**src/hw/rtl/direction_code_window_majority_assert.svh**
```systemverilog
// Assertion macros shared by the direction-code window majority RTL.
`ifndef DIRECTION_CODE_WINDOW_MAJORITY_ASSERT_SVH
`define DIRECTION_CODE_WINDOW_MAJORITY_ASSERT_SVH

// Plain property, checked on every rising edge outside reset.
`define DCWM_ASSERT(lbl, prop, msg) \
  lbl: assert property (@(posedge clk_i) disable iff (!rst_ni) prop) else $error(msg);

// Overlapping implication, checked on every rising edge outside reset.
`define DCWM_ASSERT_IMPL(lbl, ante, cons, msg) \
  lbl: assert property (@(posedge clk_i) disable iff (!rst_ni) (ante) |-> (cons)) \
    else $error(msg);

`endif

```
**src/hw/rtl/dcwm_pkg.sv**
```systemverilog
// Types, constants and decode helpers for the direction-code window majority block.
package dcwm_pkg;

  localparam int unsigned CODE_W  = 16;
  localparam int unsigned CNT_W   = 11;
  localparam int unsigned ORD_W   = 3;
  localparam int unsigned NUM_ORD = 8;
  localparam int unsigned PQ_W    = 16;
  localparam int unsigned VEC_W   = 16;
  localparam int unsigned SQ_W    = 30;
  localparam int unsigned CNT_MAX = 2047;

  // Select tree: three pair levels, two register stages per level.
  localparam int unsigned TREE_LEVELS = 3;
  localparam int unsigned PAIR_STAGES = 2;
  localparam int unsigned TREE_DEPTH  = TREE_LEVELS * PAIR_STAGES;

  localparam logic signed [VEC_W-1:0] UNIT_Q14 = 16'sd16384;
  localparam logic signed [VEC_W-1:0] DIAG_Q14 = 16'sd11585;

  typedef enum logic [1:0] {
    ENC_ESRI   = 2'd0,
    ENC_GRASS  = 2'd1,
    ENC_SAGA   = 2'd2,
    ENC_KEYPAD = 2'd3
  } enc_e;

  typedef logic [CNT_W-1:0] cnt_t;

  typedef struct packed {
    logic             hit;
    logic [ORD_W-1:0] ord;
  } dec_t;

  typedef struct packed {
    logic                    vld;
    cnt_t [NUM_ORD-1:0]      counts;
    cnt_t                    best;
  } snap_t;

  // One candidate of the select tree: projection p + q/sqrt(2) (doubled).
  typedef struct packed {
    logic                   elig;
    logic [ORD_W-1:0]       idx;
    logic signed [PQ_W-1:0] p;
    logic signed [PQ_W-1:0] q;
  } cand_t;

  typedef struct packed {
    logic signed [VEC_W-1:0] x;
    logic signed [VEC_W-1:0] y;
  } vec_t;

  // Compass axes, north first, clockwise.
  localparam logic signed [1:0] AXIS_X [NUM_ORD] =
    '{2'sd0, 2'sd1, 2'sd1, 2'sd1, 2'sd0, -2'sd1, -2'sd1, -2'sd1};
  localparam logic signed [1:0] AXIS_Y [NUM_ORD] =
    '{2'sd1, 2'sd1, 2'sd0, -2'sd1, -2'sd1, -2'sd1, 2'sd0, 2'sd1};

  function automatic dec_t decode_code(enc_e enc, logic signed [CODE_W-1:0] code);
    dec_t              d;
    logic [CODE_W-1:0] mag;
    d   = '{hit: 1'b1, ord: '0};
    mag = code[CODE_W-1] ? CODE_W'(-code) : code;
    case (enc)
      ENC_ESRI: begin
        case (code)
          16'sd64:  d.ord = 3'd0;
          16'sd128: d.ord = 3'd1;
          16'sd1:   d.ord = 3'd2;
          16'sd2:   d.ord = 3'd3;
          16'sd4:   d.ord = 3'd4;
          16'sd8:   d.ord = 3'd5;
          16'sd16:  d.ord = 3'd6;
          16'sd32:  d.ord = 3'd7;
          default:  d.hit = 1'b0;
        endcase
      end
      ENC_GRASS: begin
        // -32768 has no 16-bit magnitude below 32768 and falls to default
        case (mag)
          16'd2:   d.ord = 3'd0;
          16'd1:   d.ord = 3'd1;
          16'd8:   d.ord = 3'd2;
          16'd7:   d.ord = 3'd3;
          16'd6:   d.ord = 3'd4;
          16'd5:   d.ord = 3'd5;
          16'd4:   d.ord = 3'd6;
          16'd3:   d.ord = 3'd7;
          default: d.hit = 1'b0;
        endcase
      end
      ENC_SAGA: begin
        if (code inside {[16'sd0:16'sd7]}) begin
          d.ord = code[ORD_W-1:0];
        end else begin
          d.hit = 1'b0;
        end
      end
      ENC_KEYPAD: begin
        case (code)
          16'sd8:  d.ord = 3'd0;
          16'sd9:  d.ord = 3'd1;
          16'sd6:  d.ord = 3'd2;
          16'sd3:  d.ord = 3'd3;
          16'sd2:  d.ord = 3'd4;
          16'sd1:  d.ord = 3'd5;
          16'sd4:  d.ord = 3'd6;
          16'sd7:  d.ord = 3'd7;
          default: d.hit = 1'b0;
        endcase
      end
      default: d.hit = 1'b0;
    endcase
    return d;
  endfunction

  // s is -1, 0 or +1: no multiplier needed.
  function automatic logic signed [PQ_W-1:0] axis_mul(logic signed [1:0] s,
                                                      logic signed [PQ_W-1:0] v);
    logic signed [PQ_W-1:0] r;
    if (s == 2'sd0) begin
      r = '0;
    end else if (s[1]) begin
      r = -v;
    end else begin
      r = v;
    end
    return r;
  endfunction

  function automatic vec_t dir_vec(logic [ORD_W-1:0] idx);
    vec_t                    v;
    logic signed [VEC_W-1:0] m;
    m   = idx[0] ? DIAG_Q14 : UNIT_Q14;
    v.x = axis_mul(AXIS_X[idx], m);
    v.y = axis_mul(AXIS_Y[idx], m);
    return v;
  endfunction

endpackage

```
**src/hw/rtl/dcwm_pair_cmp.sv**
```systemverilog
// Two-stage exact compare of two candidates; left wins an exact tie.
module dcwm_pair_cmp (
  input  logic            clk_i,
  input  dcwm_pkg::cand_t left_i,
  input  dcwm_pkg::cand_t right_i,
  output dcwm_pkg::cand_t win_o
);
  import dcwm_pkg::*;

  logic signed [PQ_W:0]     a, b;
  logic signed [2*PQ_W+1:0] a_sq, b_sq;

  cand_t                    l_q, r_q, win_q;
  logic [SQ_W-1:0]          sq2a_q, sqb_q;
  logic                     a_pos_q, a_neg_q, b_neg_q;
  logic                     gt;

  // right beats left when a*sqrt2 > b, a = pr - pl, b = ql - qr
  always_comb begin
    a    = (PQ_W+1)'(right_i.p) - (PQ_W+1)'(left_i.p);
    b    = (PQ_W+1)'(left_i.q) - (PQ_W+1)'(right_i.q);
    a_sq = a * a;
    b_sq = b * b;
  end

  always_ff @(posedge clk_i) begin
    l_q     <= left_i;
    r_q     <= right_i;
    sq2a_q  <= {a_sq[SQ_W-2:0], 1'b0};
    sqb_q   <= b_sq[SQ_W-1:0];
    a_pos_q <= (a > 0);
    a_neg_q <= a[PQ_W];
    b_neg_q <= b[PQ_W];
  end

  always_comb begin
    if (!a_neg_q && b_neg_q) begin
      gt = 1'b1;
    end else if (!a_pos_q && !b_neg_q) begin
      gt = 1'b0;
    end else if (a_pos_q) begin
      gt = sq2a_q > sqb_q;
    end else begin
      gt = sq2a_q < sqb_q;
    end
  end

  always_ff @(posedge clk_i) begin
    if (!r_q.elig) begin
      win_q <= l_q;
    end else if (!l_q.elig) begin
      win_q <= r_q;
    end else begin
      win_q <= gt ? r_q : l_q;
    end
  end

  assign win_o = win_q;

endmodule

```
**config.mk**
```make
export PLATFORM = sky130hd
export DESIGN_NAME = dcwm_pair_cmp
export DESIGN_NICKNAME = d
export VERILOG_FILES = /design/src/hw/rtl/direction_code_window_majority_assert.svh /design/src/hw/rtl/dcwm_pkg.sv /design/src/hw/rtl/dcwm_pair_cmp.sv
export SDC_FILE = /design/constraint.sdc
export NUM_CORES = 1
export LEC_CHECK = 0
export BUFFER_PORTS_ARGS = -buffer_cell sky130_fd_sc_hd__buf_2
export CAP_MARGIN = 15
export CORE_MARGIN = 3
export CORE_UTILIZATION = 35
export DETAILED_ROUTE_END_ITERATION = 12
export GPL_TIMING_DRIVEN = 0
export PLACE_DENSITY = 0.6
export SLEW_MARGIN = 40
export SYNTH_ARGS = -nofsm -noshare
export SYNTH_HDL_FRONTEND = slang
export SYNTH_SLANG_ARGS = --single-unit
```
**constraint.sdc**
```tcl
create_clock -name clk_i -period 9.35 [get_ports clk_i]
set_input_delay 1.4025 -clock clk_i [delete_from_list [all_inputs] [get_ports clk_i]]
set_output_delay 1.4025 -clock clk_i [all_outputs]
set_load 0.005 [all_outputs]
```
==> results of run 1 <==
[synthesized netlist by cell type, types with 5 or more instances]
cell type	count	area, µm²
a211oi_1	7	52.6
a21o_1	37	278
a21oi_1	52	260
a31oi_1	6	37.5
and2_1	9	56.3
and3_1	6	37.5
buf_2	6	30.0
clkbuf_1	30	113
clkinv_1	5	18.8
dfxtp_1	168	3360
fa_1	472	9450
ha_1	207	2590
inv_1	685	2570
inv_2	6	22.5
mux2_2	35	394
nand2_1	166	623
nand2b_1	13	81.3
nand3_1	13	65.1
nand4_1	10	62.6
nor2_1	211	792
nor2b_1	14	87.6
nor3_1	6	30.0
nor4_1	6	37.5
o211ai_1	5	37.5
o21a_1	13	97.6
o21ai_0	32	160
o21bai_1	9	67.6
o31ai_1	6	45.0
xnor2_1	80	701
xor2_1	24	210
[registers in the layout, indices dropped and copies added (netlist names)]
| register | flops |
|---|---|
| a_neg_q | 1 |
| a_pos_q | 1 |
| b_neg_q | 1 |
| l_q | 36 |
| r_q | 36 |
| sq2a_q | 28 |
| sqb_q | 29 |
| win_o | 36 |
[critical path, delay by kind of cell]
family | cells | cell delay, ns
and+or+nand+nor | 5 | 0.57
buffers and inverters | 9 | 0.77
AOI/OAI and AO/OA | 11 | 2.34
xor gates and xnor gates | 1 | 0.36
adders and majority gates | 9 | 3.99
[routing by layer]
| layer | up-vias | GRT usage | part of all wire |
|---|---|---|---|
| met1 | 7642 | 0.197 | 0.44 |
| met3 | 47 | 0.0278 | 0.045 |
| li1 | 7387 | - | - |
| met2 | 238 | 0.259 | 0.49 |
| met5 | - | 0 | 0 |
| met4 | 0 | 0.0366 | 0.017 |
[layout by cell type, fill, tap and decap left out, types with 35 or more instances in the layout]
cell type | netlist | layout
a21o_1 | 37 | 37
a21oi_1 | 52 | 51
buf_2 | 6 | 111
dfxtp_1 | 168 | 168
fa_1 | 472 | 471
ha_1 | 207 | 207
inv_1 | 685 | 684
mux2_2 | 35 | 35
nand2_1 | 166 | 166
nor2_1 | 211 | 211
xnor2_1 | 80 | 69
[per-stage QoR]
| step | TNS [ns] | setup slack [ns] | area, µm² | util | cells |
|---|---|---|---|---|---|
| 2_1_floorplan | 0 | 0.298 | 23000 | - | 2408 |
| 3_3_place_gp | -6.42 | -0.632 | 24700 | 0.380 | 3371 |
| 3_5_place_dp | -2.70 | -0.682 | 24800 | 0.382 | 3371 |
| 4_1_cts | 0 | 0.0210 | 25400 | 0.391 | 3402 |
| 5_1_grt | -0.350 | -0.160 | 25500 | 0.393 | 3404 |
| 6_report | 0 | 0.256 | 25500 | 0.393 | 3404 |
[kinds of logic (layout without fill, tap and decap cells)]
kind of cell,count (synthesis),count (layout),share of synthesized area
AO/OA/AOI/OAI,208,208,0.0627
XOR/XNOR,107,107,0.0424
adder cells (fa/ha/maj),679,679,0.522
buffers and inverters,740,881,0.122
flip-flops,168,168,0.146
multiplexers,38,38,0.0184
AND/OR/NAND/NOR,468,468,0.0861
[final timing paths]
kind,startpoint,to,slack (ns),depth (start not counted)
worst max-delay path,left_i[0],sqb_q[29],0.26,35
worst min-delay path,r_q[5],win_o[5],0.45,1
worst max register to register,sqb_q[11],win_o[17],6.22,13
worst min register to register,r_q[5],win_o[5],0.45,1
[final cells by class]
type / instances / area share
multi-input cells: 1500 / 0.670
clock buffers: 18 / 0.0172
clock inverters: 14 / 0.00599
flip-flops and latches: 168 / 0.132
well taps: 855 / 0.0420
repair buffers: 110 / 0.0218
plain buffers: 43 / 0.00805
inverters: 696 / 0.103
[repair_timing]
item | CTS | global route
endpoints found under the setup margin | 1 | 11
pin swaps | 0 | 1
endpoints found under the hold margin | 0 | 0
gates resized for setup | 0 | 24
setup buffers | 0 | 2
==> impl_metrics.csv, run 1 <==
group,metric,value,unit
floorplan,core_area,64800,µm²
final_layout,nFillCells,6461,
critical_path,slowest_delay,0.58,ns
floorplan,die_h,263,µm
synthesis,yosysUniqueCellTypes,75,
cts,cts_buffers,17,
synthesis,syn_nets,3160,
critical_path,worstSetupStartpointType,"input port",
cts,clkLatencyLatePin,0.48,ns
sta,worst_pin_slew,0.783,ns
global_route,grt_max_degree,20,
cts,clock_sinks,168,
sta,rsz0062_at_grt,"true",
cts,cts-root-buf,"clkbuf_16",
sta,slew_headroom,0.478,
synthesis,async_flop_share,0,
critical_path,cpMostUsedCell,"fa_1",
floorplan,die-area,68900,µm²
critical_path,setup.worst_path.class,"input port to flip-flop",
cts,cts_tree,"built",
min_path,min_path_type,"flip-flop to flip-flop",
critical_path,slowest_stage,"fa_2",
sta,finalSetupViolations,0,
synthesis,synth_enable_flop_cells,0,
final_layout,seqCellArea,3360,µm²
sta,whs,0.448,ns
detailed_routing,firstDrtPassIters,5,
detailed_routing,post_drt_wl_per_cell,14.5,µm
global_route,grt_pass1_vias,16500,
detailed_routing,vias,15300,
cts,clkTransAtPathRegs,0.09,ns
critical_path,cp.arrival,9.45,ns
floorplan,fp-row-count,93,
synthesis,ys_warn_count,0,
critical_path,crit_fanout,19,
placed_design,hpwl,41800,µm
sta,hold_viol_final,0,
synthesis,seq_area_frac_synth,0.146,
cts,cts_hold_buf,0,
global_route,grt_pass1_wl,83200,µm
cts,cts_max_level,4,
critical_path,worst_setup_path_end_kind,"flip-flop",
sta,max_freq,110,MHz
floorplan,initial_core_util,0.356,
synthesis,synth_area,23000,µm²
final_layout,drive_gt1_frac,0.0953,
sta,slew_violations,0,
sta,period_share,0.973,
detailed_routing,via_per_inst,4.50,
detailed_routing,wirelength,49500,µm
outcome,outcome,"finished clean",
detailed_routing,drtAntennaViolNets,0,
synthesis,synth_ff_type,"dfxtp_1",
global_route,antenna_found_initial,0,
synthesis,yosys_register_bits,168,
final_layout,antenna_cells,0,
sta,fin_skew,0.0250,ns
flow_run,maxCapViolCount,0,
detailed_routing,dr.first_iter.drc_count,646,
global_route,grtUsageTotal,0.151,
cts,cts_buffer_depth,2,
detailed_routing,drc,0,
floorplan,pin_count,109,
global_route,overflow,0,
final_layout,synthToLayoutAreaGrowth,10.7,%
placed_design,gp_congestion,0.829,
critical_path,required,9.71,ns
placed_design,io_buffers,108,
sta,finalCriticalPeriod,9.09,ns
synthesis,postSynthCellCount,2408,
synthesis,syn-mean-instance-area,9.57,µm²
final_layout,multiInputGateArea,17100,µm²
final_layout,nets,3288,
floorplan,die_w,263,µm
Power of run 1 is not shown: default switching activity piles up to over one toggle a cycle in this logic, so the estimate is an artifact.
==> run 2, diff against run 1 <==
Settings changed: PLACE_DENSITY 0.6 to 0.58.
Clock period 9.35 ns to 10.1 ns, I/O delays scaled along.
==> run 2 against run 1 <==
Effect of this change: non-clock buffer count shrank 2; critical path type unchanged; via count is 2.6% higher; clock skew is 0.0017 ns higher; core utilization decreased by 0.25 points; final cell count did not move; sequential cell count unchanged; register-to-register slack better by 0.75 ns; final area is 0.63% lower; largest cell class unchanged.
==> impl_metrics.csv, run 2 (synthesis gave the netlist of run 1 again) <==
group,metric,value,unit
critical_path,worstSetupStartpointType,"input port",
global_route,overflow,0,
final_layout,final_common_cell,"inv_1",
cts,cts_hold_buf,0,
floorplan,pin_count,109,
global_route,grt_max_degree,18,
floorplan,fp-row-count,93,
sta,max_freq,105,MHz
placed_design,io_buffers,108,
detailed_routing,vias,15700,
cts,cts_tree,"built",
sta,slew_violations,0,
cts,cts_buffers,17,
detailed_routing,drc,0,
critical_path,slowest_delay,0.56,ns
cts,cts_resized,0,
detailed_routing,wirelength,51100,µm
sta,fin_skew,0.0267,ns
detailed_routing,firstDrtPassIters,5,
cts,clkTransAtPathRegs,0.09,ns
placed_design,hpwl,43600,µm
detailed_routing,dr.first_iter.drc_count,581,
final_layout,synthToLayoutAreaGrowth,9.96,%
critical_path,setup.worst_path.class,"input port to flip-flop",
placed_design,gp_congestion,0.861,
floorplan,initial_core_util,0.356,
critical_path,cp.arrival,9.86,ns
global_route,grt_pass1_vias,17400,
critical_path,required,10.46,ns
cts,cts_buffer_depth,2,
sta,rsz0062_at_grt,"false",
final_layout,fin_util,0.391,
floorplan,die-area,68900,µm²
final_layout,nFillCells,6444,
floorplan,core_area,64800,µm²
sta,period_share,0.941,
global_route,antenna_found_initial,3,
outcome,outcome,"finished clean",
global_route,grt_pass1_wl,87300,µm
final_layout,nets,3286,
cts,clkLatencyLatePin,0.48,ns
cts,cts_setup_buffers,0,
flow_run,maxCapViolCount,0,
critical_path,slowest_stage,"fa_1",
detailed_routing,drtAntennaViolNets,0,
sta,hold_viol_final,0,
final_layout,final_cell_mix,"inv_1, fa_1, nor2_1",
floorplan,die_h,263,µm
cts,cts_max_level,4,
sta,finalCriticalPeriod,9.50,ns
critical_path,crit_fanout,19,
sta,slew_headroom,0.443,
final_layout,drive_gt1_frac,0.0903,
global_route,grtUsageTotal,0.158,
cts,cts-root-buf,"clkbuf_16",
critical_path,cpMostUsedCell,"fa_1",
sta,worst_pin_slew,0.833,ns
critical_path,worst_setup_path_end_kind,"flip-flop",
cts,clock_sinks,168,
floorplan,die_w,263,µm
min_path,min_path_type,"flip-flop to flip-flop",
detailed_routing,via_per_inst,4.61,
sta,finalSetupViolations,0,
detailed_routing,post_drt_wl_per_cell,15.0,µm
[run 2: cell count changes in the layout (fill, tap and decap cells not counted), sizes merged]
| cell | delta |
|---|---|
| clkbuf | -1 |
| inv | -2 |
| clkinv | +1 |
| clkinvlp | +1 |
| buf | -1 |
| diode | +2 |
[run 2: worst max-delay path, delay by kind of cell]
kind / cells / cell delay, ns
fa+ha+maj: 9 / 3.98
buf+inv: 9 / 0.91
simple gates: 5 / 0.59
xor+xnor: 1 / 0.36
compound gates: 11 / 2.49
[run 2: final timing paths]
| kind | end | cells after the start | from | slack (ns) |
|---|---|---|---|---|
| setup reg to reg | win_o[17] | 13 | sqb_q[11] | 6.97 |
| setup / recovery | sqb_q[29] | 35 | left_i[0] | 0.60 |
| hold reg to reg | win_o[5] | 1 | l_q[5] | 0.45 |
| hold / removal | win_o[5] | 1 | l_q[5] | 0.45 |
[run 2: stage by stage]
step | worst slack, ns | instance area, µm² | hold WS (ns) | std cells | TNS (ns)
6_report | 0.600 | 25300 | 0.448 | 3404 | 0
5_1_grt | 0.0998 | 25300 | 0.460 | 3404 | 0
4_1_cts | 0.427 | 25300 | 0.444 | 3403 | 0
3_5_place_dp | -0.100 | 24800 | 0.438 | 3371 | -0.100
3_3_place_gp | 0.00409 | 24700 | 0.434 | 3371 | 0
2_1_floorplan | 0.935 | 23000 | 0.413 | 2408 | 0
[run 2: layout make-up]
type | count | area, µm² | share of cell area
inverters | 696 | 2610 | 0.103
clock buffers | 18 | 429 | 0.0169
clock inverters | 14 | 141 | 0.00558
repair buffers | 108 | 541 | 0.0213
plain buffers | 43 | 191 | 0.00756
flip-flops and latches | 168 | 3360 | 0.133
multi-input cells | 1500 | 17000 | 0.670
well taps | 855 | 1070 | 0.0422
diodes | 2 | 5.00 | 0.000198
[run 2: layer usage]
metal,vias to the layer above,global-route usage,wire (µm)
li1,7392,-,-
met1,7967,0.204,22000
met2,298,0.276,26100
met3,49,0.0204,2100
met4,0,0.0451,848
met5,-,0,0
Power of run 2 is left out for the same reason.
==> run 3, diff against run 2 <==
Settings changed: REMOVE_ABC_BUFFERS set to 1.
==> run 3 against run 2 <==
Effect of this change: register-to-register slack improved by 0.11 ns; maximum frequency fell by 1.3%; core utilization rose by 0.081 points; hold slack improved by 0.0035 ns; sequential cell count did not move; first-iteration DRC count rose by 37%; final cell count fell by 1.2%; clock-buffer cell count fell by 1; final area rose by 0.21%; non-clock buffer count fell by 39; worst setup slack got worse by 0.12 ns; sequential share of layout area barely moved.
==> impl_metrics.csv, run 3 (synthesis gave the netlist of run 1 again) <==
group,metric,value,unit
sta,slew_headroom,0.388,
placed_design,hpwl,43000,µm
final_layout,antenna_cells,0,
critical_path,worst_setup_path_end_kind,"flip-flop",
floorplan,fp-row-count,93,
final_layout,final_common_cell,"inv_1",
placed_design,dp_cells,3331,
floorplan,pin_count,109,
cts,cts_buffers,17,
sta,worst_pin_slew,0.913,ns
cts,cts_max_level,4,
detailed_routing,vias,15700,
cts,clock_sinks,168,
critical_path,worstSetupStartpointType,"input port",
cts,cts-root-buf,"clkbuf_16",
min_path,min_path_type,"flip-flop to flip-flop",
placed_design,io_buffers,108,
critical_path,required,10.46,ns
critical_path,r2r_end,"win_o[7]",
min_path,worst_hold_path.num_cells,1,
critical_path,cp.arrival,9.98,ns
floorplan,die_w,263,µm
detailed_routing,drtAntennaViolNets,0,
cts,cts_tree,"built",
sta,hold_viol_final,0,
final_layout,drive_gt1_frac,0.0953,
detailed_routing,post_drt_wl_per_cell,15.3,µm
global_route,grtUsageTotal,0.158,
cts,cts_hold_buf,0,
detailed_routing,via_per_inst,4.68,
floorplan,core_area,64800,µm²
global_route,grt_pass1_wl,87800,µm
final_layout,seqCellArea,3360,µm²
final_layout,nets,3247,
final_layout,synthToLayoutAreaGrowth,10.2,%
critical_path,r2r_start,"sqb_q[11]",
sta,rsz0062_at_grt,"false",
sta,fin_tns_setup,0,ns
global_route,antenna_found_initial,0,
min_path,hold_start,"l_q[8]",
detailed_routing,drc,0,
critical_path,slowest_stage,"fa_1",
critical_path,worstRegToRegCells,12,
cts,cts_buffer_depth,2,
sta,period_share,0.953,
final_layout,multiInputGateArea,17100,µm²
placed_design,gp_congestion,0.850,
global_route,grt_max_degree,22,
critical_path,r2r_setup_slack,7.08,ns
final_layout,final_cell_mix,"inv_1, fa_1, nor2_1",
cts,clkTransAtPathRegs,0.08,ns
floorplan,initial_core_util,0.356,
floorplan,die-area,68900,µm²
critical_path,crit_fanout,20,
sta,finalCriticalPeriod,9.62,ns
min_path,min_to,"win_o[8]",
critical_path,setup.worst_path.class,"input port to flip-flop",
global_route,overflow,0,
critical_path,slowest_delay,0.55,ns
detailed_routing,dr.first_iter.drc_count,798,
sta,slew_violations,0,
detailed_routing,firstDrtPassIters,5,
floorplan,die_h,263,µm
global_route,grt_pass1_vias,17500,
final_layout,nFillCells,6403,
critical_path,cpMostUsedCell,"fa_1",
sta,finalSetupViolations,0,
detailed_routing,wirelength,51400,µm
cts,clkLatencyLatePin,0.48,ns
sta,max_freq,104,MHz
final_layout,fin_cells,3363,
sta,fin_skew,0.0166,ns
flow_run,maxCapViolCount,0,
outcome,outcome,"finished clean",
run 3: how the worst max path moves through the flow:
stage | end | start
after floorplan | sqb_q[29] | left_i[0]
after global placement | sqb_q[29] | right_i[1]
after detailed placement | sqb_q[29] | left_i[0]
after CTS | sqb_q[29] | left_i[0]
after global routing | sqb_q[29] | right_i[1]
final | sqb_q[29] | left_i[0]
run 3: area by class of cell:
type / count / share of cell area
multi-input cells: 1500 / 0.674
flip-flops and latches: 168 / 0.132
inverters: 696 / 0.103
well taps: 855 / 0.0421
repair buffers: 112 / 0.0234
clock buffers: 17 / 0.0168
clock inverters: 15 / 0.00803
run 3: metrics by stage:
step,worst slack (ns),utilization,hold WS (ns),cell area [µm²]
2_1_floorplan,1.09,-,0.413,22800
3_3_place_gp,-0.521,0.377,0.434,24500
3_5_place_dp,-0.0871,0.381,0.440,24700
4_1_cts,0.420,0.391,0.455,25400
5_1_grt,0.0528,0.392,0.463,25400
6_report,0.476,0.392,0.452,25400
run 3: timing repair:
item                                    4_1_cts  5_1_grt
hold endpoints to repair                      0        0
setup buffers                                 0        0
gates resized for setup                       0        1
endpoints found under the setup margin        0        1
run 3: critical path, delay by kind of cell:
kind	cells	cell delay (ns)
compound gates	11	2.66
buf+inv	7	0.85
simple gates	5	0.58
fa+ha+maj	9	4.00
xor+xnor	1	0.36
run 3: metal layers:
layer / part of all wire / GRT usage
met1: 0.42 / 0.202
met4: 0.018 / 0.0423
met3: 0.061 / 0.0307
met2: 0.50 / 0.274
met5: 0 / 0
Power of run 3 is left out for the same reason.
