[src/hw/rtl/direction_code_window_majority_assert.svh]
// Assertion macros shared by the direction-code window majority RTL.
`ifndef DIRECTION_CODE_WINDOW_MAJORITY_ASSERT_SVH
`define DIRECTION_CODE_WINDOW_MAJORITY_ASSERT_SVH

// Plain property, checked on every rising edge outside reset.
`define DCWM_ASSERT(lbl, prop, msg) \
  lbl: assert property (@(posedge clk_i) disable iff (!rst_ni) prop) else $error(msg);

// Overlapping implication, checked on every rising edge outside reset.
`define DCWM_ASSERT_IMPL(lbl, ante, cons, msg) \
  lbl: assert property (@(posedge clk_i) disable iff (!rst_ni) (ante) |-> (cons)) \
    else $error(msg);

`endif

[src/hw/rtl/dcwm_pkg.sv]
// Types, constants and decode helpers for the direction-code window majority block.
package dcwm_pkg;

  localparam int unsigned CODE_W  = 16;
  localparam int unsigned CNT_W   = 11;
  localparam int unsigned ORD_W   = 3;
  localparam int unsigned NUM_ORD = 8;
  localparam int unsigned PQ_W    = 16;
  localparam int unsigned VEC_W   = 16;
  localparam int unsigned SQ_W    = 30;
  localparam int unsigned CNT_MAX = 2047;

  // Select tree: three pair levels, two register stages per level.
  localparam int unsigned TREE_LEVELS = 3;
  localparam int unsigned PAIR_STAGES = 2;
  localparam int unsigned TREE_DEPTH  = TREE_LEVELS * PAIR_STAGES;

  localparam logic signed [VEC_W-1:0] UNIT_Q14 = 16'sd16384;
  localparam logic signed [VEC_W-1:0] DIAG_Q14 = 16'sd11585;

  typedef enum logic [1:0] {
    ENC_ESRI   = 2'd0,
    ENC_GRASS  = 2'd1,
    ENC_SAGA   = 2'd2,
    ENC_KEYPAD = 2'd3
  } enc_e;

  typedef logic [CNT_W-1:0] cnt_t;

  typedef struct packed {
    logic             hit;
    logic [ORD_W-1:0] ord;
  } dec_t;

  typedef struct packed {
    logic                    vld;
    cnt_t [NUM_ORD-1:0]      counts;
    cnt_t                    best;
  } snap_t;

  // One candidate of the select tree: projection p + q/sqrt(2) (doubled).
  typedef struct packed {
    logic                   elig;
    logic [ORD_W-1:0]       idx;
    logic signed [PQ_W-1:0] p;
    logic signed [PQ_W-1:0] q;
  } cand_t;

  typedef struct packed {
    logic signed [VEC_W-1:0] x;
    logic signed [VEC_W-1:0] y;
  } vec_t;

  // Compass axes, north first, clockwise.
  localparam logic signed [1:0] AXIS_X [NUM_ORD] =
    '{2'sd0, 2'sd1, 2'sd1, 2'sd1, 2'sd0, -2'sd1, -2'sd1, -2'sd1};
  localparam logic signed [1:0] AXIS_Y [NUM_ORD] =
    '{2'sd1, 2'sd1, 2'sd0, -2'sd1, -2'sd1, -2'sd1, 2'sd0, 2'sd1};

  function automatic dec_t decode_code(enc_e enc, logic signed [CODE_W-1:0] code);
    dec_t              d;
    logic [CODE_W-1:0] mag;
    d   = '{hit: 1'b1, ord: '0};
    mag = code[CODE_W-1] ? CODE_W'(-code) : code;
    case (enc)
      ENC_ESRI: begin
        case (code)
          16'sd64:  d.ord = 3'd0;
          16'sd128: d.ord = 3'd1;
          16'sd1:   d.ord = 3'd2;
          16'sd2:   d.ord = 3'd3;
          16'sd4:   d.ord = 3'd4;
          16'sd8:   d.ord = 3'd5;
          16'sd16:  d.ord = 3'd6;
          16'sd32:  d.ord = 3'd7;
          default:  d.hit = 1'b0;
        endcase
      end
      ENC_GRASS: begin
        // -32768 has no 16-bit magnitude below 32768 and falls to default
        case (mag)
          16'd2:   d.ord = 3'd0;
          16'd1:   d.ord = 3'd1;
          16'd8:   d.ord = 3'd2;
          16'd7:   d.ord = 3'd3;
          16'd6:   d.ord = 3'd4;
          16'd5:   d.ord = 3'd5;
          16'd4:   d.ord = 3'd6;
          16'd3:   d.ord = 3'd7;
          default: d.hit = 1'b0;
        endcase
      end
      ENC_SAGA: begin
        if (code inside {[16'sd0:16'sd7]}) begin
          d.ord = code[ORD_W-1:0];
        end else begin
          d.hit = 1'b0;
        end
      end
      ENC_KEYPAD: begin
        case (code)
          16'sd8:  d.ord = 3'd0;
          16'sd9:  d.ord = 3'd1;
          16'sd6:  d.ord = 3'd2;
          16'sd3:  d.ord = 3'd3;
          16'sd2:  d.ord = 3'd4;
          16'sd1:  d.ord = 3'd5;
          16'sd4:  d.ord = 3'd6;
          16'sd7:  d.ord = 3'd7;
          default: d.hit = 1'b0;
        endcase
      end
      default: d.hit = 1'b0;
    endcase
    return d;
  endfunction

  // s is -1, 0 or +1: no multiplier needed.
  function automatic logic signed [PQ_W-1:0] axis_mul(logic signed [1:0] s,
                                                      logic signed [PQ_W-1:0] v);
    logic signed [PQ_W-1:0] r;
    if (s == 2'sd0) begin
      r = '0;
    end else if (s[1]) begin
      r = -v;
    end else begin
      r = v;
    end
    return r;
  endfunction

  function automatic vec_t dir_vec(logic [ORD_W-1:0] idx);
    vec_t                    v;
    logic signed [VEC_W-1:0] m;
    m   = idx[0] ? DIAG_Q14 : UNIT_Q14;
    v.x = axis_mul(AXIS_X[idx], m);
    v.y = axis_mul(AXIS_Y[idx], m);
    return v;
  endfunction

endpackage

[src/hw/rtl/dcwm_counter.sv]
// Input register, code decode and per-window ordinal counting.
module dcwm_counter #(
  parameter int unsigned MAX_WINDOW_CELLS = 1024
) (
  input  logic                              clk_i,
  input  logic                              rst_ni,
  input  logic                              start_i,
  input  logic signed [dcwm_pkg::CODE_W-1:0] code_i,
  input  logic                              code_valid_i,
  input  logic                              last_i,
  input  logic                              cfg_we_i,
  input  logic [1:0]                        cfg_wdata_i,
  output dcwm_pkg::snap_t                   snap_o
);
  import dcwm_pkg::*;

  localparam int unsigned CapInt = (MAX_WINDOW_CELLS < CNT_MAX) ? MAX_WINDOW_CELLS : CNT_MAX;
  localparam cnt_t        CntCap = CNT_W'(CapInt);

  enc_e                      enc_q;
  logic                      item_vld_q;
  logic signed [CODE_W-1:0]  code_q;
  logic                      cvld_q;
  logic                      last_q;

  cnt_t [NUM_ORD-1:0]        counts_q, counts_d;
  cnt_t                      best_q, best_d;
  cnt_t                      hit_cnt;

  logic                      snap_vld_q;
  cnt_t [NUM_ORD-1:0]        snap_cnt_q;
  cnt_t                      snap_best_q;

  dec_t                      dec;
  logic                      hit;
  logic                      close_win;

  always_ff @(posedge clk_i or negedge rst_ni) begin
    if (!rst_ni) begin
      enc_q <= ENC_ESRI;
    end else if (cfg_we_i) begin
      enc_q <= enc_e'(cfg_wdata_i);
    end
  end

  // Input register
  always_ff @(posedge clk_i or negedge rst_ni) begin
    if (!rst_ni) begin
      item_vld_q <= 1'b0;
    end else begin
      item_vld_q <= start_i;
    end
  end

  always_ff @(posedge clk_i) begin
    if (start_i) begin
      code_q <= code_i;
      cvld_q <= code_valid_i;
      last_q <= last_i;
    end
  end

  always_comb begin
    dec       = decode_code(enc_q, code_q);
    hit       = item_vld_q && cvld_q && dec.hit;
    close_win = item_vld_q && last_q;
    counts_d  = counts_q;
    best_d    = best_q;
    hit_cnt   = counts_q[dec.ord];
    if (hit) begin
      if (hit_cnt < CntCap) begin
        hit_cnt = hit_cnt + 1'b1;
      end
      counts_d[dec.ord] = hit_cnt;
      if (hit_cnt > best_q) begin
        best_d = hit_cnt;
      end
    end
  end

  always_ff @(posedge clk_i or negedge rst_ni) begin
    if (!rst_ni) begin
      counts_q   <= '0;
      best_q     <= '0;
      snap_vld_q <= 1'b0;
    end else begin
      snap_vld_q <= close_win;
      if (close_win) begin
        counts_q <= '0;
        best_q   <= '0;
      end else begin
        counts_q <= counts_d;
        best_q   <= best_d;
      end
    end
  end

  always_ff @(posedge clk_i) begin
    if (close_win) begin
      snap_cnt_q  <= counts_d;
      snap_best_q <= best_d;
    end
  end

  assign snap_o = '{vld: snap_vld_q, counts: snap_cnt_q, best: snap_best_q};

endmodule

[config.mk]
export PLATFORM = sky130hd
export DESIGN_NAME = dcwm_counter
export DESIGN_NICKNAME = d
export VERILOG_FILES = /design/src/hw/rtl/direction_code_window_majority_assert.svh /design/src/hw/rtl/dcwm_pkg.sv /design/src/hw/rtl/dcwm_counter.sv
export SDC_FILE = /design/constraint.sdc
export NUM_CORES = 1
export LEC_CHECK = 0
export ABC_AREA = 1
export CAP_MARGIN = 20
export CORE_UTILIZATION = 50
export DETAILED_ROUTE_END_ITERATION = 12
export DONT_BUFFER_PORTS = 1
export PLACE_DENSITY_LB_ADDON = 0.15
export SYNTH_ARGS = -nofsm -noshare
export SYNTH_HDL_FRONTEND = slang
export SYNTH_SLANG_ARGS = --single-unit
[constraint.sdc]
create_clock -name clk_i -period 7.7 [get_ports clk_i]
set_clock_uncertainty 0.15 [all_clocks]
set_input_delay 0.385 -clock clk_i [delete_from_list [all_inputs] [get_ports clk_i]]
set_output_delay 0.385 -clock clk_i [all_outputs]
set_load 0.005 [all_outputs]
==> results of run 1 <==
state kept, by name, indices dropped and copies added, names as in the netlist:
signal       cells
best_q          11
snap_best_q     11
counts_q        88
snap_vld_q       1
cvld_q           1
last_q           1
code_q          16
enc_q            2
snap_o          88
item_vld_q       1
placed cells by master, fill, tap and decap left out, drive strengths merged:
master / instances
o311ai: 1
bufinv: 3
nand2: 446
nor4: 1
clkinvlp: 1
dlygate4sd3: 23
or2: 5
ha: 16
a41oi: 2
nand3b: 4
o21ai: 44
nor3: 6
a32o: 1
a211oi: 1
a31oi: 1
diode: 1
nand3: 96
inv: 224
clkbuf: 31
o22ai: 4
and3: 1
buf: 6
xor2: 1
and2: 6
xnor2: 2
edfxtp: 117
dfrtp: 103
a221oi: 1
nor2: 147
o41a: 1
a21oi: 59
nand4: 21
o211ai: 3
clkinv: 11
per-stage QoR:
stage	hold WS, ns	util, %	instances
final	0.283	57.7	1670
after global routing	0.324	57.7	1669
after CTS	0.300	57.5	1668
after detailed placement	-0.0554	52.5	1600
after global placement	-0.0534	52.5	1600
after floorplan	-0.0606	-	1338
synthesized netlist by cell type (4+ instances only):
library cell,n
nand3_1,90
nor3_1,6
nand2_4,5
nand3b_1,4
o21ai_1,13
inv_1,212
or2_2,5
inv_2,10
dfrtp_1,103
o21ai_0,28
nand2_2,22
nand2_1,419
nand4_1,18
nand3_2,6
a21oi_1,56
nor2_1,126
o22ai_1,4
nor2_4,9
clkbuf_1,13
buf_2,5
ha_1,16
and2_1,6
nor2_2,12
edfxtp_1,117
power by group:
part	switching, uW	internal (uW)	total (uW)
Clock	490	720	1210
Combinational	360	142	502
Sequential	35.3	1310	1340
Total	885	2170	3050
repair_timing:
item                                   in CTS  in global routing
buffers inserted                            0                  0
hold buffers                               24                  0
endpoints found under the hold margin     142                  0
resized for setup                           0                  0
metal layers:
layer / global-route usage [%] / up-vias
met1: 34.5 / 4211
met3: 4.59 / 62
met2: 41.6 / 329
met5: 0 / -
met4: 9.95 / 0
li1: - / 4321
how the worst max path moves through the flow:
stage	startpoint	endpoint	slack (ns)
after detailed placement	code_q[15]	snap_best_q[9]	1.11
after global routing	code_q[15]	snap_best_q[9]	0.35
after global placement	code_q[15]	snap_best_q[9]	1.19
final	code_q[15]	snap_best_q[9]	1.05
after CTS	code_q[15]	snap_best_q[9]	1.07
after floorplan	code_q[0]	snap_best_q[0]	2.38
kinds of logic after synthesis:
group / count (synthesis) / share of synthesized area [%]
buffers and inverters: 248 / 8.61
AND/OR/NAND/NOR: 733 / 28.8
XOR/XNOR: 3 / 0.468
AO/OA/AOI/OAI: 118 / 6.11
adder cells (fa/ha/maj): 16 / 1.78
flip-flops: 220 / 54.3
worst max-delay path: cells and delay by family (launching register included):
family / cells / cell delay (ns)
buf+inv: 7 / 1.49
compound gates: 6 / 0.97
fa+ha+maj: 2 / 0.66
flops: 1 / 0.37
simple gates: 20 / 2.77
area by class of cell:
| cell class | count | share of cell area (%) |
|---|---|---|
| Antenna cell | 1 | 0.0198 |
| Clock buffer | 31 | 5.28 |
| Clock inverter | 13 | 1.42 |
| Multi-Input combinational cell | 870 | 33.0 |
| Tap cell | 280 | 2.77 |
| Sequential cell | 220 | 48.2 |
| Inverter | 226 | 6.78 |
| Timing Repair Buffer | 29 | 2.50 |
==> results by stage, run 1 <==
Cells and area:
- For this run, the post-layout net count is ~1,400.
- The final design area excluding fillers is 12,600 sq um.
- In the final layout, flip-flops and latches occupy a little over 6000 sq um.
- The area overhead of the layout relative to synthesis is 12.5%.
- Of the cells placed in the final design, the portion with a size suffix greater than 1 is 9.36%.
- The area of the multi-input gates is 4170 sq um.
- The final-layout fill cell count is 1,993.

Floorplan:
- The die covers 23,000 sq um.
- The overall die height is 152 um.
- The initial core utilization is 51.3%.
- From left edge to right edge, the die measures 152 um.
- The floorplan step defined a core boundary enclosing 21,900 sq um.
- The number of top-level pins is 124.
- In this run the core area contains between 50 and 60 standard-cell rows.

Synth:
- The count of different cell masters after synthesis is 46.
- The mapped cell area is 11,200 sq um.
- In the post-synthesis netlist, the biggest area contributors are edfxtp_1 (31%), dfrtp_1 (23%), nand2_1 (14%).
- Of all flip-flops after synthesis, the portion carrying an async set or reset was 46.8%.
- The register area share after synthesis is 54.3%.
- The dominant synthesized flop cell is edfxtp_1.
- In the synthesized netlist, the number of instances is roughly 1,300.
- In this run the mean area of a mapped cell was 8.39 sq um.
- The largest area contributor in the synthesized netlist is edfxtp_1.
- The area fraction of the dominant cell type after synthesis is 31.3%.
- The number of register bits inferred by synthesis is 220.
- For this run, the number of Yosys warnings is 0.
- The post-synth net total is 1,378.
- The number of enable flip-flop cells after synthesis is 117.

Routing:
- The highest metal layer with signal wires is met4.
- The number of nets with antenna violations after routing is 0.
- The wire length per cell is 17.8 um.
- The total length of routed wires is between 20 and 30 mm.
- For this block, the initial DRC count from the detailed router was 576.
- The first TritonRoute pass finished after 7 iterations.
- The average vias per placed instance is 5.34.
- The detailed-routed wire length on met3 is 2.12 mm.
- The amount of wire on met2 after detailed routing is 13.8 mm.
- The met1 layer wirelength in the final routing is 12.7 mm.
- For this run, design rule violations remaining after detail routing come to 0.
- Detailed routing inserted a total of 8,923 vias.

Clock network:
- The TritonCTS clock tree is done.
- Clock-pin slew was measured on the worst setup and hold paths at approximately 0.060 ns.
- The total number of H-tree levels is 1.
- No sink is reached through more buffers than the 3 on the longest clock path.
- The clock root buffer master is clkbuf_16.
- The total CTS buffers is 24.
- The clock sink total is 220.
- The source-to-sink clock delay at the later pin of the worst-skew pair is between 0.5 and 0.6 ns.

Setup path:
- The worst register-to-register path has a setup slack of 1.05 ns.
- The worst-path cell with the longest stage delay is nor2_1.
- The endpoint type of the worst setup path is a register.
- The largest single stage delay on the critical path is ~0.54 ns.
- STA puts the critical path data arrival time at 6.79 ns.
- The biggest fanout along the worst timing path is 30.
- The worst endpoint required time is 7.83 ns.
- The critical path class is reg -> reg.
- STA classifies the critical path startpoint as a register.
- The worst register-to-register path begins at code_q[15].
- The endpoint identified for the worst register-to-register timing path is snap_best_q[9].
- The logic depth of the worst register-to-register path is 35.

Outcome:
- The run finished with clean final reports.

Worst hold path:
- The type of the most critical hold path is in -> async.

STA:
- Measured against its own limit, the worst slew margin works out to around 33%.
- The slew at the pin with the worst max-slew slack is 1.00 ns.
- Setup violations remaining at the end of the flow were counted as 0.
- Setup repair after global routing left no endpoint under its margin.
- The number of max-slew violations in the final report is 0.
- After layout, the worst setup slack is 1.05 ns.
- The total negative setup slack is 0 ns.
- Derived from the worst setup path, the maximum achievable clock frequency is 150 MHz.
- The period utilization is 86.4%.
- The final hold violation count came to 0.
- The worst path in the final design needs a cycle of roughly 6.7 ns, including I/O delays and setup.

Pwr:
- The total power per unit cell area is 242 nW/um^2.
- The overall power of the completed layout is 3050 uW.
- The analysis attributes to cell leakage a power of approximately 0.0063 uW.
- IR analysis of the VDD net gives a maximum drop of 0.000196 V.

Flow run:
- Across the run, the number of max-cap violations was 0.

Placed design:
- The placed standard-cell area is 11,500 sq um.
- Buffers placed on the I/O ports in this run total 0.
- Routability-driven placement finished with a final weighted congestion of 0.928.
- Summed over all nets, the half-perimeter wirelength after detailed placement is 21.1 mm.
- The worst-case setup slack after placement is 1.11 ns.

Global routing:
- The number of antenna violations at the first check in global routing is 0.
- The wire length of the first global-routing pass is approximately 47 mm.
- After global routing the overflow that remains totals 0.
- Entering global routing, the biggest net connects 104 pins.
- The number of global-route vias before repair came to 8,583.
- Global routing used 25.7% of the available tracks.
Note: power is estimated with default switching activity, not from simulation.
==> run 2: changes to the inputs <==
--- a/config.mk
+++ b/config.mk
@@ -7,7 +7,7 @@
 export LEC_CHECK = 0
 export ABC_AREA = 1
 export CAP_MARGIN = 20
-export CORE_UTILIZATION = 50
+export CORE_UTILIZATION = 64
 export DETAILED_ROUTE_END_ITERATION = 12
 export DONT_BUFFER_PORTS = 1
 export PLACE_DENSITY_LB_ADDON = 0.15
==> run 2 against run 1 <==
Cell count down 3.5%. Largest cell class unchanged. Flip-flop and latch count unchanged. Routed wire length down 2.4%. Critical endpoint unchanged. Critical path type unchanged. Combinational power up 0.8%. Largest power group unchanged.
==> results by stage, run 2 (synthesized netlist as in run 1, its figures left out) <==
STA:
- The final hold violation count is 0 (unchanged).
- The slew at the pin with the worst max-slew slack is 1.05 ns (+0.0456 ns).
- Setup repair after global routing left no endpoint under its margin.
- The period utilization came to 86.2% (-0.13 points).
- The timing-limited maximum frequency came to 151 MHz (+0.15%).
- The final-report setup violation count was 0 (unchanged).
- The final period demand of the worst path is 6.64 ns (-0.0102 ns).
- The worst slew slack as a fraction of its limit is 30.3% (-2.8 points).
- The total negative setup slack is 0 ns (unchanged).
- The number of max-slew violations in the final report came to 0 (unchanged).

Clock network:
- The post-cts repair resize count is 0 (unchanged).
- TritonCTS built the clock tree.
- The clock-pin transition on the worst setup and hold timing paths is 0.06 ns (about the same).
- The total number of H-tree levels was 1 (unchanged).
- The total CTS buffers is 24 (unchanged).
- The source-to-sink clock delay at the later pin of the worst-skew pair came to 0.51 ns (-0.04 ns).
- The clock tree buffer depth is 3 (unchanged).
- The number of buffers inserted for hold repair after clock tree synthesis is 24 (unchanged).
- The tree is rooted in a clkbuf_16.
- The clock sink total is 220 (unchanged).
- The count of buffers added by post-CTS timing repair for setup is 0 (unchanged).

Floorplan:
- The number of top-level pins came to 124 (unchanged).
- The initial core utilization is 65.1% (+14 points).
- The horizontal die dimension is 134 um (-11%).
- The count of standard-cell rows is 48 (-11%).
- The overall die height is 134 um (-11%).
- The core outline area is 17,200 sq um (-21%).
- The die outline area is 18,100 sq um (-22%).

Global routing:
- The overall overflow remaining after global route is 0 (unchanged).
- The number of global-route vias before repair is 8,581 (-0.023%).
- The combined global-route utilization of all metal layers was 32.7% (+7.0 points).
- The wire length of the first global-routing pass is 45.2 mm (-2.8%).
- The number of antenna violations at the first check in global routing is 0 (unchanged).
- The fraction of met3 tracks used by global routing is 5.40% (+0.81 points).
- The met1 demand-to-capacity share in global routing was 44.0% (+9.5 points).
- After global routing, the most crowded layer is met2.
- The met2 demand-to-capacity share in global routing is 52.9% (+11 points).
- The largest net degree at the start of global routing is 135 (+30%).

Cells and area:
- The share of layout cells above drive strength 1 came to 8.72% (-0.64 points).
- Leaving out fill and tap cells, the most frequent cell in the layout is nand2_1.
- The area overhead of the layout relative to synthesis is 10.6%.
- The number of nets at the end of the flow is 1,409 (-0.14%).
- The library cells used most frequently in the layout, excluding fill and tap cells, are nand2_1 (419), inv_1 (211), nor2_1 (126).
- The number of inserted diodes was 0 (-1).
- The final-layout fill cell count came to 1,289 (-35%).
- The non-filler instance count after layout is 1,612 (-3.5%).

Pwr:
- The fraction of power consumed by combinational cells is 17.4% (+0.9 points).
- The fraction of power consumed by the clock network is 36.6% (-3.0 points).
- The static leakage came to 0.00620 uW (-1.3%).
- The worst supply voltage drop on vdd came to 0.000171 V (-13%).
- The reported net switching power is 851 uW (-3.9%).
- The relative contribution of sequential cells to total power is 46.0% (+2.1 points).
- The switching portion of total power is 29.2% (+0.20 points).
- The cell-internal power came to 2060 uW (-4.8%).
- The total power per unit cell area was 235 nW/um^2 (-2.9%).

Setup path:
- The largest individual stage delay along the critical path comes from the cell nor2_1.
- The logic depth of the worst register-to-register path is 32 (-8.6%).
- The register-to-register setup slack is 1.06 ns (about the same).
- The startpoint of the worst register-to-register path is code_q[7].
- The setup path with the least slack is of type reg -> reg.
- The biggest fanout along the worst timing path is 24 (-20%).
- The worst setup path is captured at a register.
- The worst endpoint required time came to 7.81 ns (-0.02 ns).
- The critical register-to-register path endpoint is snap_best_q[9].
- STA classifies the critical path startpoint as a register.
- The delay of the slowest cell on the worst path is 0.60 ns (+0.06 ns).
- The arrival time reported for the critical path endpoint was 6.75 ns (-0.04 ns).

Routing:
- The number of nets with antenna violations after routing is 0 (unchanged).
- The total length of routed wires was 29.0 mm (-2.4%).
- The initial detailed-routing violation count is 687 (+19%).
- The detailed-route DRC error count is 0 (unchanged).
- The vias after detailed routing is 9,147 (+2.5%).
- The wire length per cell was 18.0 um (+1.1%).
- The number of detailed-routing iterations run before antenna repair is 6 (-1).
- The average vias per placed instance is 5.67 (+6.2%).

Worst hold path:
- The worst hold path begins at code_i[10].
- The tightest min-delay check is of the in -> reg type.
- The worst hold path endpoint is code_q[10].
- The number of stages on the worst hold path is 1.

Placed design:
- The number of buffer cells added on primary ports is 0 (unchanged).
- The final estimated routing congestion in global placement is 0.946 (+1.9%).
- The HPWL after detailed placement is 20.3 mm (-4.0%).
- The total instance count after detailed placement is 1,544 (-3.5%).

Outcome:
- The flow ran to the end, and the final reports show no timing, DRC or antenna violations.

Flow run:
- The number of maximum-capacitance violations was 0 (unchanged).
run 2: cell type report:
| type | count | area [sq um] | area share, % |
|---|---|---|---|
| Sequential cell | 220 | 6090 | 49.1 |
| Multi-Input combinational cell | 870 | 4170 | 33.6 |
| Inverter | 226 | 856 | 6.90 |
| Clock buffer | 36 | 687 | 5.53 |
| Tap cell | 225 | 282 | 2.27 |
| Timing Repair Buffer | 27 | 280 | 2.26 |
| Clock inverter | 8 | 50.0 | 0.403 |
run 2: worst max-delay path, delay by kind of cell (launching register included):
kind | cells | cell delay [ns]
adder cells (fa/ha/maj) | 2 | 0.64
AO/OA/AOI/OAI | 6 | 1.02
AND/OR/NAND/NOR | 19 | 2.95
flip-flops | 1 | 0.51
buffers and inverters | 5 | 1.08
run 2: routing by layer:
layer | part of all wire (%) | up-vias
met5 | 0 | -
met4 | 3.9 | 0
met3 | 8.1 | 86
met2 | 47 | 456
met1 | 41 | 4291
li1 | - | 4314
run 2: power by group through the flow:
stage	combinational [uW]	sequential [uW]	clock, uW
finish	506	1340	1070
global placement	456	1360	0
CTS	497	1340	1080
detailed placement	467	1360	0
global route	555	1350	1120
floorplan	349	1360	0
run 2: metrics by stage:
step	setup slack [ns]	power [uW]	hold WS (ns)	utilization (%)	cell area (sq um)
final	1.06	2910	0.353	72.0	12400
after global routing	0.459	3020	0.336	72.0	12400
after detailed placement	1.19	1830	-0.0571	66.2	11400
after CTS	1.16	2920	0.338	72.0	12400
after global placement	1.34	1820	-0.0575	66.2	11400
after floorplan	2.38	1700	-0.0606	-	11200
run 2: worst max path at each step:
stage | startpoint | to | slack, ns | cells after the start
after detailed placement | code_q[0] | snap_best_q[9] | 1.19 | 36
after floorplan | code_q[0] | snap_best_q[0] | 2.38 | 38
after CTS | code_q[7] | snap_best_q[9] | 1.16 | 32
after global routing | code_q[7] | snap_best_q[9] | 0.46 | 32
final | code_q[7] | snap_best_q[9] | 1.06 | 32
after global placement | code_q[7] | snap_best_q[9] | 1.34 | 32
==> run 3: changes to the inputs <==
--- a/config.mk
+++ b/config.mk
@@ -11,6 +11,7 @@
 export DETAILED_ROUTE_END_ITERATION = 12
 export DONT_BUFFER_PORTS = 1
 export PLACE_DENSITY_LB_ADDON = 0.15
+export RECOVER_POWER = 100
 export SYNTH_ARGS = -nofsm -noshare
 export SYNTH_HDL_FRONTEND = slang
 export SYNTH_SLANG_ARGS = --single-unit
==> run 3 against run 2 <==
The run now ends with max-capacitance violations, max-slew violations left. Cell count unchanged. Via count hardly changed. First-iteration DRC count rose by 26%. Core utilization down 0.47 points. Clock-buffer cell count is the same. Register-to-register slack worse by 0.23 ns. Die area unchanged. Final area is 0.66% lower. Critical endpoint is now best_q[3].
==> results by stage, run 3 (synthesized netlist as in run 1, its figures left out) <==
Routing:
- The average vias per placed instance is 5.67 (about the same).
- The detailed-route DRC error count is 0 (unchanged).
- The total length of routed wires was 29.0 mm (about the same).
- The wire length per cell came to 18.0 um (about the same).
- The vias after detailed routing is 9,138 (-0.098%).
- The number of detailed-routing iterations run before antenna repair is 5 (-1).
- The number of nets with antenna violations after routing is 0 (unchanged).
- The initial detailed-routing violation count is 863 (+26%).

Clock network:
- The clock sink total is 220 (unchanged).
- The count of buffers added by post-CTS timing repair for setup is 0 (unchanged).
- The total CTS buffers came to 24 (unchanged).
- The tree is rooted in a clkbuf_16.
- The clock tree buffer depth is 3 (unchanged).
- The TritonCTS clock tree is done.
- The source-to-sink clock delay at the later pin of the worst-skew pair was 0.51 ns (about the same).
- The clock-pin transition on the worst setup and hold timing paths is 0.06 ns (about the same).
- The total number of H-tree levels is 1 (unchanged).

Cells and area:
- The final design utilization was 71.5% (-0.47 points).
- Leaving out fill and tap cells, the most frequent cell in the layout is nand2_1.
- The area of all sequential standard cells is 6090 sq um (unchanged).
- The share of layout cells above drive strength 1 is 7.64% (-1.1 points).
- The final design area excluding fillers is 12,300 sq um (-0.66%).
- The area of the multi-input gates is 4120 sq um (-1.2%).
- The top cell types in the final layout, fill and taps aside, are nand2_1 (425), inv_1 (212), nor2_1 (129).
- The number of nets at the end of the flow came to 1,409 (unchanged).
- The number of inserted diodes is 0 (unchanged).
- The area overhead of the layout relative to synthesis is 9.87%.
- The final-layout fill cell count is 1,304 (+1.2%).

Placed design:
- The HPWL after detailed placement was 20.3 mm (unchanged).
- The number of buffer cells added on primary ports is 0 (unchanged).
- The worst-case setup slack after placement is 1.19 ns (unchanged).
- The placed standard-cell area is 11,400 sq um (unchanged).
- The final estimated routing congestion in global placement is 0.946 (unchanged).

Floorplan:
- The overall die height was 134 um (unchanged).
- The number of top-level pins is 124 (unchanged).
- The core outline area came to 17,200 sq um (unchanged).
- The initial core utilization is 65.1% (unchanged).
- The horizontal die dimension is 134 um (unchanged).
- The die outline area is 18,100 sq um (unchanged).
- The count of standard-cell rows is 48 (unchanged).

Global routing:
- The largest net degree at the start of global routing was 135 (unchanged).
- The wire length of the first global-routing pass came to 45.2 mm (unchanged).
- The overall overflow remaining after global route is 0 (unchanged).
- The combined global-route utilization of all metal layers came to 32.7% (unchanged).
- The number of global-route vias before repair is 8,581 (unchanged).
- The number of antenna violations at the first check in global routing is 0 (unchanged).

STA:
- The slew at the pin with the worst max-slew slack is 5.66 ns (+4.61 ns).
- The worst slew slack as a fraction of its limit is -277% (-310 points).
- The final critical-path setup slack is 0.829 ns (-0.230 ns).
- The minimum hold slack is 0.353 ns (-0.0000120 ns).
- The period utilization was 89.2% (+3.0 points).
- The final period demand of the worst path came to 6.87 ns (+0.230 ns).
- The final hold violation count is 0 (unchanged).
- The final-report setup violation count is 0 (unchanged).
- Setup repair after global routing left no endpoint under its margin.
- The number of max-slew violations in the final report is 239 (+239).
- The total negative setup slack is 0 ns (unchanged).
- The timing-limited maximum frequency was 146 MHz (-3.4%).

Setup path:
- The worst endpoint required time is 7.75 ns (-0.06 ns).
- The top cell family by delay on the critical path is simple AND/OR/NAND/NOR gates.
- The delay of the slowest cell on the worst path is 0.61 ns (about the same).
- The register-to-register setup slack came to 0.83 ns (-0.23 ns).
- The total buffers and inverters traversed by the critical path came to 5 (unchanged).
- On the critical path, the stage with the largest delay is an instance of nor2_1.
- By instance count, the cell type seen most on the critical path is nor2_1.
- The biggest fanout along the worst timing path was 24 (unchanged).
- The worst setup path is captured at a register.
- The arrival time reported for the critical path endpoint is 6.92 ns (+0.17 ns).
- The logic depth of the worst register-to-register path is 32 (unchanged).
- The critical path in this run is classified as reg -> reg.
- The startpoint class of the critical path is a register.
- The logic depth of the worst path, buffers included was 32 (unchanged).

Pwr:
- The total power per unit cell area is 236 nW/um^2 (+0.46%).
- The worst supply voltage drop on vdd was 0.000170 V (-0.93%).
- The static leakage is 0.00617 uW (-0.56%).

Outcome:
- The run finished, with violations left.
- The checks that failed: max-capacitance violations, max-slew violations.

Flow run:
- The number of maximum-capacitance violations was 2 (+2).

Worst hold path:
- The min-delay analysis places its worst path in the category in -> reg.
- The number of stages on the worst hold path is 1 (unchanged).
-- run 3: cell types whose count changed in the layout (fill, tap and decap cells not counted), moves of 3 or more --
| cell | delta |
|---|---|
| nand2_1 | +6 |
| o21ai_0 | +5 |
| o21ai_1 | -5 |
| nand2_2 | -4 |
| nor2_1 | +3 |
| nor2_2 | -3 |
-- run 3: layout make-up --
cell class              instances  area share [%]
inverters                     226            6.91
multi-input cells             870            33.4
flip-flops and latches        220            49.4
well taps                     225            2.28
repair buffers                 27            2.05
clock buffers                  36            5.57
clock inverters                 8           0.406
-- run 3: power breakdown --
part / total [uW] / leakage, uW / internal, uW / switching, uW
combinational: 498 / 0.00325 / 135 / 364
sequential: 1350 / 0.00257 / 1310 / 34.8
clock: 1060 / 0.000351 / 618 / 447
-- run 3: stage by stage --
step / std cells / total power [uW]
after floorplan: 1338 / 1700
after global placement: 1544 / 1820
final: 1612 / 2910
after CTS: 1612 / 2920
after detailed placement: 1544 / 1830
after global routing: 1612 / 3020
-- run 3: worst paths after layout --
check / from / endpoint
setup / recovery: code_q[7] / best_q[3]
hold / removal: code_i[10] / code_q[10]
setup reg to reg: code_q[7] / best_q[3]
hold reg to reg: best_q[4] / best_q[4]
max in group asynchronous: rst_ni / enc_q[0]
min in group asynchronous: rst_ni / best_q[6]
-- run 3: per-layer routing --
metal / part of all wire [%] / global-route usage (%) / vias up
met1: 41 / 44.0 / 4306
met2: 48 / 52.9 / 444
met4: 3.6 / 13.9 / 0
li1: - / - / 4317
met3: 8.1 / 5.40 / 71
met5: 0 / 0 / -
-- run 3: timing repair --
item,4_1_cts,5_1_grt
hold buffers,24,0
hold endpoints to repair,142,0
resized for setup,0,0
